**src/rtl/substring_find_replace_defines.svh**
```systemverilog
// Assertion macros shared by the find-and-replace modules.
// Each macro expects i_clk and i_rst_n in the module that uses it.
`ifndef SUBSTRING_FIND_REPLACE_DEFINES_SVH
`define SUBSTRING_FIND_REPLACE_DEFINES_SVH

// The consequent must hold in the same cycle as the antecedent.
`define SFR_ASSERT_NOW(lbl, ante, cons) \
    lbl: assert property (@(posedge i_clk) disable iff (!i_rst_n) (ante) |-> (cons)) \
        else $error("find-replace: same-cycle check failed");

// The consequent must hold in the cycle after the antecedent.
`define SFR_ASSERT_NEXT(lbl, ante, cons) \
    lbl: assert property (@(posedge i_clk) disable iff (!i_rst_n) (ante) |=> (cons)) \
        else $error("find-replace: next-cycle check failed");

`endif

```
**src/rtl/sfr_pkg.sv**
```systemverilog
package sfr_pkg;

    localparam int BYTE_W    = 8;
    localparam int CNT_W     = 4;
    localparam int CFG_W     = 64;
    localparam int CFG_IDX_W = 3;

    typedef enum logic [CFG_IDX_W-1:0] {
        CFG_PATTERN_BYTES      = 3'd0,
        CFG_PATTERN_LENGTH     = 3'd1,
        CFG_REPLACEMENT_BYTES  = 3'd2,
        CFG_REPLACEMENT_LENGTH = 3'd3,
        CFG_REPLACE_EVERY      = 3'd4
    } t_cfg_idx;

    // Settings as seen by the datapath, lengths already saturated.
    typedef struct packed {
        logic [CFG_W-1:0] pattern;
        logic [CNT_W-1:0] plen;
        logic [CFG_W-1:0] repl;
        logic [CNT_W-1:0] rlen;
        logic             every;
    } t_cfg;

    // Control half of one burst of results handed to the serialiser.
    typedef struct packed {
        logic [CNT_W-1:0] cnt;
        logic             done;
        logic             bare;
    } t_burst_ctl;

endpackage

```
**src/rtl/sfr_cfg.sv**
```systemverilog
module sfr_cfg
    import sfr_pkg::*;
#(
    parameter int PATTERN_MAX = 8,
    parameter int REPLACE_MAX = 8
) (
    input  logic                 i_clk,
    input  logic                 i_rst_n,
    input  logic                 i_cfg_we,
    input  logic [CFG_IDX_W-1:0] i_cfg_index,
    input  logic [CFG_W-1:0]     i_cfg_data,
    output t_cfg                 o_cfg
);

    logic [CFG_W-1:0] r_pattern;
    logic [CNT_W-1:0] r_plen;
    logic [CFG_W-1:0] r_repl;
    logic [CNT_W-1:0] r_rlen;
    logic             r_every;

    always_ff @(posedge i_clk) begin
        if (!i_rst_n) begin
            r_pattern <= '0;
            r_plen    <= '0;
            r_repl    <= '0;
            r_rlen    <= '0;
            r_every   <= 1'b1;
        end else if (i_cfg_we) begin
            unique case (i_cfg_index)
                CFG_PATTERN_BYTES:      r_pattern <= i_cfg_data;
                CFG_PATTERN_LENGTH:     r_plen    <= i_cfg_data[CNT_W-1:0];
                CFG_REPLACEMENT_BYTES:  r_repl    <= i_cfg_data;
                CFG_REPLACEMENT_LENGTH: r_rlen    <= i_cfg_data[CNT_W-1:0];
                CFG_REPLACE_EVERY:      r_every   <= i_cfg_data[0];
                default: ;
            endcase
        end
    end

    // Lengths beyond the hardware limits behave as the limits.
    always_comb begin
        o_cfg.pattern = r_pattern;
        o_cfg.repl    = r_repl;
        o_cfg.every   = r_every;
        o_cfg.plen    = (r_plen > CNT_W'(PATTERN_MAX)) ? CNT_W'(PATTERN_MAX) : r_plen;
        o_cfg.rlen    = (r_rlen > CNT_W'(REPLACE_MAX)) ? CNT_W'(REPLACE_MAX) : r_rlen;
    end

endmodule

```
**src/rtl/sfr_match.sv**
```systemverilog
`include "substring_find_replace_defines.svh"

module sfr_match
    import sfr_pkg::*;
#(
    parameter int PATTERN_MAX = 8,
    parameter int REPLACE_MAX = 8,
    localparam int BURST_N = (PATTERN_MAX > REPLACE_MAX) ? PATTERN_MAX : REPLACE_MAX
) (
    input  logic              i_clk,
    input  logic              i_rst_n,
    input  t_cfg              i_cfg,
    input  logic              i_accept,
    input  logic [BYTE_W-1:0] i_text_byte,
    input  logic              i_string_end,
    output logic [BYTE_W-1:0] o_bytes [BURST_N],
    output t_burst_ctl        o_ctl
);

    logic [BYTE_W-1:0] r_win [PATTERN_MAX];
    logic [BYTE_W-1:0] n_win [PATTERN_MAX];
    logic [CNT_W-1:0]  r_cnt, n_cnt;
    logic              r_once, n_once;

    logic [BYTE_W-1:0] ext [PATTERN_MAX];
    logic [CNT_W-1:0]  fill;
    logic              all_eq, at_len, over, hit;

    // Window with the new byte placed after the held ones.
    always_comb begin
        for (int i = 0; i < PATTERN_MAX; i++) begin
            ext[i] = (CNT_W'(i) == r_cnt) ? i_text_byte : r_win[i];
        end
    end

    always_comb begin
        fill   = r_cnt + CNT_W'(1);
        at_len = (fill == i_cfg.plen);
        over   = (fill > i_cfg.plen);
        all_eq = 1'b1;
        for (int i = 0; i < PATTERN_MAX; i++) begin
            if (CNT_W'(i) < i_cfg.plen && ext[i] != i_cfg.pattern[BYTE_W*i +: BYTE_W]) begin
                all_eq = 1'b0;
            end
        end
        hit = at_len && all_eq && (i_cfg.every || !r_once);
    end

    always_comb begin
        n_win      = r_win;
        n_cnt      = r_cnt;
        n_once     = r_once;
        o_ctl.cnt  = '0;
        o_ctl.done = i_string_end;
        o_ctl.bare = 1'b0;
        for (int i = 0; i < BURST_N; i++) begin
            if (hit) begin
                o_bytes[i] = i_cfg.repl[BYTE_W*i +: BYTE_W];
            end else if (i < PATTERN_MAX) begin
                o_bytes[i] = ext[i % PATTERN_MAX];
            end else begin
                o_bytes[i] = '0;
            end
        end

        if (hit) begin
            n_cnt     = '0;
            n_once    = 1'b1;
            o_ctl.cnt = i_cfg.rlen;
        end else if (over || at_len) begin
            // Oldest byte leaves; the count stays as it was.
            for (int i = 0; i < PATTERN_MAX; i++) begin
                n_win[i] = (i + 1 < PATTERN_MAX) ? ext[(i + 1) % PATTERN_MAX] : ext[i];
            end
            o_ctl.cnt = CNT_W'(1);
        end else begin
            n_win = ext;
            n_cnt = fill;
        end

        if (i_string_end) begin
            n_cnt  = '0;
            n_once = 1'b0;
            if (!hit) begin
                // The whole window, new byte included, is flushed in order.
                o_ctl.cnt = fill;
            end else if (i_cfg.rlen == '0) begin
                o_ctl.cnt  = CNT_W'(1);
                o_ctl.bare = 1'b1;
            end
        end
    end

    always_ff @(posedge i_clk) begin
        if (i_accept) begin
            r_win <= n_win;
        end
    end

    always_ff @(posedge i_clk) begin
        if (!i_rst_n) begin
            r_cnt  <= '0;
            r_once <= 1'b0;
        end else if (i_accept) begin
            r_cnt  <= n_cnt;
            r_once <= n_once;
        end
    end

    `SFR_ASSERT_NOW(a_win_room, 1'b1, r_cnt < CNT_W'(PATTERN_MAX))
    `SFR_ASSERT_NEXT(a_end_clears, i_accept && i_string_end, r_cnt == '0 && !r_once)

endmodule

```
**src/rtl/sfr_serial.sv**
```systemverilog
`include "substring_find_replace_defines.svh"

module sfr_serial
    import sfr_pkg::*;
#(
    parameter int PATTERN_MAX = 8,
    parameter int REPLACE_MAX = 8,
    localparam int BURST_N = (PATTERN_MAX > REPLACE_MAX) ? PATTERN_MAX : REPLACE_MAX
) (
    input  logic              i_clk,
    input  logic              i_rst_n,
    input  logic              i_load,
    input  logic [BYTE_W-1:0] i_bytes [BURST_N],
    input  t_burst_ctl        i_ctl,
    output logic              o_ready,
    output logic              o_valid,
    input  logic              i_stall,
    output logic [BYTE_W-1:0] o_out_byte,
    output logic              o_byte_valid,
    output logic              o_string_done,
    output logic              o_run_last
);

    logic [BYTE_W-1:0] r_bytes [BURST_N];
    logic [CNT_W-1:0]  r_cnt;
    logic              r_done, r_bare;
    logic              r_ov;
    logic [BYTE_W-1:0] r_ob;
    logic              r_obv, r_od, r_ol;
    logic              move, last;

    assign last    = (r_cnt == CNT_W'(1));
    assign move    = (r_cnt != '0) && (!r_ov || !i_stall);
    assign o_ready = (r_cnt == '0) || (last && move);

    always_ff @(posedge i_clk) begin
        if (i_load) begin
            r_bytes <= i_bytes;
            r_done  <= i_ctl.done;
            r_bare  <= i_ctl.bare;
        end else if (move) begin
            for (int i = 0; i < BURST_N; i++) begin
                r_bytes[i] <= (i + 1 < BURST_N) ? r_bytes[(i + 1) % BURST_N] : r_bytes[i];
            end
        end
    end

    always_ff @(posedge i_clk) begin
        if (!i_rst_n) begin
            r_cnt <= '0;
        end else if (i_load) begin
            r_cnt <= i_ctl.cnt;
        end else if (move) begin
            r_cnt <= r_cnt - CNT_W'(1);
        end
    end

    always_ff @(posedge i_clk) begin
        if (!i_rst_n) begin
            r_ov <= 1'b0;
        end else if (move) begin
            r_ov <= 1'b1;
        end else if (!i_stall) begin
            r_ov <= 1'b0;
        end
    end

    always_ff @(posedge i_clk) begin
        if (move) begin
            r_ob  <= r_bare ? '0 : r_bytes[0];
            r_obv <= !r_bare;
            r_od  <= r_done && last;
            r_ol  <= last;
        end
    end

    assign o_valid       = r_ov;
    assign o_out_byte    = r_ob;
    assign o_byte_valid  = r_obv;
    assign o_string_done = r_od;
    assign o_run_last    = r_ol;

    `SFR_ASSERT_NOW(a_load_free, i_load, r_cnt == '0 || (last && move))
    `SFR_ASSERT_NOW(a_bare_final, r_ov && !r_obv, r_od && r_ol)
    `SFR_ASSERT_NEXT(a_run_continues, r_ov && !r_ol && !i_stall, r_ov)

endmodule

```
**src/rtl/substring_find_replace.sv**
```systemverilog
// Streaming substring find-and-replace, one text byte per input transfer.
// Input channel: i_valid / o_stall carry i_text_byte and i_string_end; a byte
// is taken at a rising edge with i_valid high and o_stall low.
// Output channel: o_valid / i_stall carry o_out_byte, o_byte_valid,
// o_string_done and o_run_last; a result moves at an edge with o_valid high
// and i_stall low. o_run_last marks the final result caused by one input byte.
// Configuration: i_cfg_we writes i_cfg_data into the register chosen by
// i_cfg_index (pattern, pattern length, replacement, replacement length,
// replace-every). Write only while the block is idle.
// A byte's results go through the burst register to the output register.
// Throughput is one byte per cycle while each byte yields at most one result
// and i_stall is low; a byte with more results (a replacement or a string-end
// flush) holds the input until its last result leaves the one-result output port.
// A burst register feeds the output register, so a byte is taken while a result
// waits on a stalled receiver if the burst is empty; a stalled result holds steady.
// Reset is synchronous and active low: the window empties, the first-match
// flag clears and both lengths return to zero, so bytes pass through.
module substring_find_replace
    import sfr_pkg::*;
#(
    parameter int PATTERN_MAX = 8,
    parameter int REPLACE_MAX = 8
) (
    input  logic                 i_clk,
    input  logic                 i_rst_n,
    input  logic                 i_cfg_we,
    input  logic [CFG_IDX_W-1:0] i_cfg_index,
    input  logic [CFG_W-1:0]     i_cfg_data,
    input  logic                 i_valid,
    output logic                 o_stall,
    input  logic [BYTE_W-1:0]    i_text_byte,
    input  logic                 i_string_end,
    output logic                 o_valid,
    input  logic                 i_stall,
    output logic [BYTE_W-1:0]    o_out_byte,
    output logic                 o_byte_valid,
    output logic                 o_string_done,
    output logic                 o_run_last
);

    // A burst holds every result one byte can cause.
    localparam int BURST_N = (PATTERN_MAX > REPLACE_MAX) ? PATTERN_MAX : REPLACE_MAX;

    t_cfg              cfg;
    t_burst_ctl        burst_ctl;
    logic [BYTE_W-1:0] burst_bytes [BURST_N];
    logic              ready;
    logic              accept;

    // A byte is taken only when the burst register is empty or hands over
    // its last result in this very cycle.
    assign o_stall = !ready;
    assign accept  = i_valid && ready;

    sfr_cfg #(
        .PATTERN_MAX (PATTERN_MAX),
        .REPLACE_MAX (REPLACE_MAX)
    ) u_cfg (
        .i_clk       (i_clk),
        .i_rst_n     (i_rst_n),
        .i_cfg_we    (i_cfg_we),
        .i_cfg_index (i_cfg_index),
        .i_cfg_data  (i_cfg_data),
        .o_cfg       (cfg)
    );

    // The window compare and the choice of results happen in one pass.
    sfr_match #(
        .PATTERN_MAX (PATTERN_MAX),
        .REPLACE_MAX (REPLACE_MAX)
    ) u_match (
        .i_clk        (i_clk),
        .i_rst_n      (i_rst_n),
        .i_cfg        (cfg),
        .i_accept     (accept),
        .i_text_byte  (i_text_byte),
        .i_string_end (i_string_end),
        .o_bytes      (burst_bytes),
        .o_ctl        (burst_ctl)
    );

    // The serialiser releases a burst one result per transfer.
    sfr_serial #(
        .PATTERN_MAX (PATTERN_MAX),
        .REPLACE_MAX (REPLACE_MAX)
    ) u_serial (
        .i_clk         (i_clk),
        .i_rst_n       (i_rst_n),
        .i_load        (accept),
        .i_bytes       (burst_bytes),
        .i_ctl         (burst_ctl),
        .o_ready       (ready),
        .o_valid       (o_valid),
        .i_stall       (i_stall),
        .o_out_byte    (o_out_byte),
        .o_byte_valid  (o_byte_valid),
        .o_string_done (o_string_done),
        .o_run_last    (o_run_last)
    );

endmodule
```
**config.mk**
```make
export PLATFORM = sky130hd
export DESIGN_NAME = substring_find_replace
export DESIGN_NICKNAME = d
export VERILOG_FILES = /design/src/rtl/sfr_pkg.sv /design/src/rtl/sfr_cfg.sv /design/src/rtl/sfr_match.sv /design/src/rtl/sfr_serial.sv /design/src/rtl/substring_find_replace.sv
export VERILOG_INCLUDE_DIRS = /design/src /design/src/rtl
export SDC_FILE = /design/constraint.sdc
export NUM_CORES = 1
export LEC_CHECK = 0
export BUFFER_PORTS_ARGS = -buffer_cell sky130_fd_sc_hd__buf_4
export CAP_MARGIN = 30
export CORE_ASPECT_RATIO = 1.75
export CORE_UTILIZATION = 65
export DETAILED_ROUTE_END_ITERATION = 6
export PLACE_DENSITY_LB_ADDON = 0.12
export SLEW_MARGIN = 20
export SYNTH_ARGS = -nofsm -noshare
export SYNTH_HDL_FRONTEND = slang
export SYNTH_HIERARCHICAL = 1
export SYNTH_SLANG_ARGS = --single-unit
```
**constraint.sdc**
```tcl
create_clock -name i_clk -period 13.8 [get_ports i_clk]
set_input_delay 0.69 -clock i_clk [delete_from_list [all_inputs] [get_ports i_clk]]
set_output_delay 0.69 -clock i_clk [all_outputs]
set_load 0.03 [all_outputs]
```
==> metrics.cfg <==
[place]
port_buffers=93
placed_area_um2=15700
gp_routability_congestion=0.910
dpl.hpwl_um=26500

[global_routing]
grt_pass1_wl_um=58500
gr-max-usage-layer=met2
grt_util_met2_pct=57.9
grt_pass1_vias=11000
grtUsageMet3_pct=4.22
grt_max_degree=86
grt.met1_usage_pct=35.7
antenna_found_initial=0
grt-ovfl-total=0
grt_use_total_pct=32.4

[drt]
drc=0
drt_iter0_drc=873
drt-wirelength-per-cell_um=20.4
drt-pass1-iter-count=5
vias=11200
ant_nets=0
via_per_inst=6.00
wl_um=37900

[power]
ir_worst_vdd_uv=146
p_seq_share_pct=47.5
power.switching_w=0.000976
switching_share_pct=32.6
total_power_w=0.00299
combPwrFrac_pct=27.3
power_density_nw_per_um2=180
p_leak_nw=6.66
pwr-share-clk_pct=25.2
internal-power_w=0.00202

[clock_network]
hold_buffers=0
htree_levels=1
cts_root_buf=clkbuf_16
cts_resized=0
clk_latency_ns=0.54
postCtsSetupBuffers=0
clock-sinks=288
clk_pin_slew_ns=0.07
clock_path_buffers=3
cts_buffers=27
cts_tree=built

[synthesis]
syn_inst=1490
synth_edf_count=141
synth_warnings=6
synth_area_per_cell_um2=10.1
synth-seq-area-share_pct=47.7
synth.net_count=1581
async_flop_share_pct=0
syn-cell-area_um2=15100
yosysUniqueCellTypes=70
yosysTopAreaCell=edfxtp_1
yosysTopAreaCellShare_pct=28.1
synth-seq-cells=288
synthFlopType=dfxtp_1
yosys-top-cells-area=edfxtp_1 (28%), dfxtp_1 (20%), mux2i_1 (13%)

[sta]
slew_headroom_pct=36.5
min_period_ns=4.78
max_freq_mhz=209
setup-violations-final=0
skew_ns=0.0143
grt_setup_unrepaired=false
fin_tns_setup_ns=0
hold_violations=0
worstMarginPinSlew_ns=0.948
fin_crit_sh_pct=34.7
maxSlewViolCount=0

[cells_and_area]
final_cell_mix=nand2_1 (266), mux2i_1 (199), dfxtp_1 (147), edfxtp_1 (141), nor2_1 (132)
regArea_um2=7180
antenna-diode-count=0
fin_area_um2=16600
final_common_cell=nand2_1
area_delta_synth_final_pct=10.4
n_fill_cell=1676
finalCoreUtilization_pct=73.1
finalNetCount=1629
drive_above_1_share_pct=15.3
multi_input_area_um2=7040

[worst_setup_path]
startpoint=u_match/r_cnt[0]$_SDFFE_PN0P_
critPathArrivalTime_ns=5.07
reg2reg_to=u_serial/r_bytes[37]$_DFFE_PP_
reg2reg_from=u_match/r_cnt[0]$_SDFFE_PN0P_
critical_path.slowest_cell=nor3b_2
r2r.worst_path.cells=13
max_stage_delay_ns=0.80
endpoint_kind=flip-flop
path_class=flip-flop to flip-flop
start_kind=flip-flop
r2r_setup_slack_ns=9.02
crit_end=u_serial/r_bytes[37]$_DFFE_PP_
crit_path_max_fanout=40
cp.required_ns=14.09
path_cells=inv_1 -> ha_1 -> nor3b_2 -> mux2i_1 -> xor2_1 -> o2111a_1 -> nand4_1 -> a2111oi_0 -> nand2_1 -> a21oi_4 -> buf_4 -> mux2_1 -> mux2_2

[job]
maxCapViolCount=0

[floorplan]
num_rows=73
ios=94
die_x_um=117
core_area_um2=22700
die_y_um=203
initial_utilization_pct=66.2
dieArea_um2=23800

[worst_hold_path]
hp-class=input port to flip-flop

[outcome]
status=finished clean

==> flip-flops by register name, indices dropped and copies added (netlist names), 8 cells and up <==
register and cells:
u_serial/r_bytes 64, u_serial/o_out_byte 8, u_cfg/r_pattern 64, u_match/r_win 64
u_cfg/r_repl 64
==> stage by stage <==
step	hold WS [ns]	std cells	setup WS, ns
after global routing	0.412	1859	8.70
after CTS	0.406	1858	9.06
final	0.422	1859	9.02
after detailed placement	0.445	1808	9.09
after floorplan	0.430	1490	8.34
after global placement	0.440	1808	9.16
==> Yosys cell counts (6+ instances only) <==
cell / instances
buf_4: 10
mux2_2: 70
buf_12: 7
nand4_1: 8
buf_2: 11
a21oi_1: 33
xor2_1: 32
nand2_1: 266
inv_1: 87
mux2_1: 29
nor3_1: 8
clkbuf_1: 45
ha_1: 10
xnor2_1: 26
o21ai_0: 23
buf_1: 6
nand3_1: 10
o22ai_1: 66
edfxtp_1: 141
mux2i_1: 199
and2_1: 13
dfxtp_1: 147
a31oi_1: 7
nor2b_1: 18
nor2_1: 133
==> power groups by stage <==
stage / registers (W) / logic, W / clock network, W
after global routing: 0.00143 / 0.000883 / 0.000796
after CTS: 0.00141 / 0.000807 / 0.000763
after global placement: 0.00142 / 0.000774 / 0
after floorplan: 0.00139 / 0.000562 / 0
after detailed placement: 0.00143 / 0.000801 / 0
final: 0.00142 / 0.000818 / 0.000754
==> critical path: cells and delay by family (launching register included) <==
kind	cells	cell delay, ns
compound gates	3	0.80
xor+xnor	1	0.17
fa+ha+maj	1	0.24
buf+inv	2	0.66
flops	1	0.39
mux	3	1.05
simple gates	3	1.14
==> routing by layer <==
metal / share of wire (%) / vias to the layer above
li1: - / 5289
met1: 36 / 5301
met2: 52 / 449
met3: 5.6 / 124
met4: 6.7 / 0
met5: 0 / -
==> logic make-up (layout without fill, tap and decap cells) <==
logic type | Yosys count | count (layout) | synth area share [%]
xor+xnor | 58 | 58 | 3.37
compound gates | 172 | 172 | 7.45
simple gates | 488 | 488 | 14.0
fa+ha+maj | 10 | 10 | 0.831
mux | 299 | 299 | 20.7
flops | 288 | 288 | 47.7
buf+inv | 175 | 244 | 5.93
==> worst min path at each step <==
stage	slack, ns	to	cells after the start	start
floorplan	0.43	u_cfg/r_plen[0]$_SDFFE_PN0P_	2	u_cfg/r_plen[0]$_SDFFE_PN0P_
global placement	0.44	u_cfg/r_plen[2]$_SDFFE_PN0P_	2	u_cfg/r_plen[2]$_SDFFE_PN0P_
detailed placement	0.45	u_cfg/r_repl[12]$_SDFFE_PN0P_	2	u_cfg/r_repl[12]$_SDFFE_PN0P_
CTS	0.41	u_serial/r_done$_DFFE_PP_	1	i_string_end
global route	0.41	u_serial/r_done$_DFFE_PP_	1	i_string_end
finish	0.42	u_serial/r_done$_DFFE_PP_	1	i_string_end
==> cell type report <==
cell class                 count  share of cell area [%]
clock buffer                  34                    4.46
clock inverter                16                   0.949
inverter                      88                    1.99
multi-input combinational   1027                    42.4
sequential                   288                    43.2
tap                          300                    2.26
timing repair buffer         106                    4.81
No activity file was read; power rests on OpenSTA's default activity.
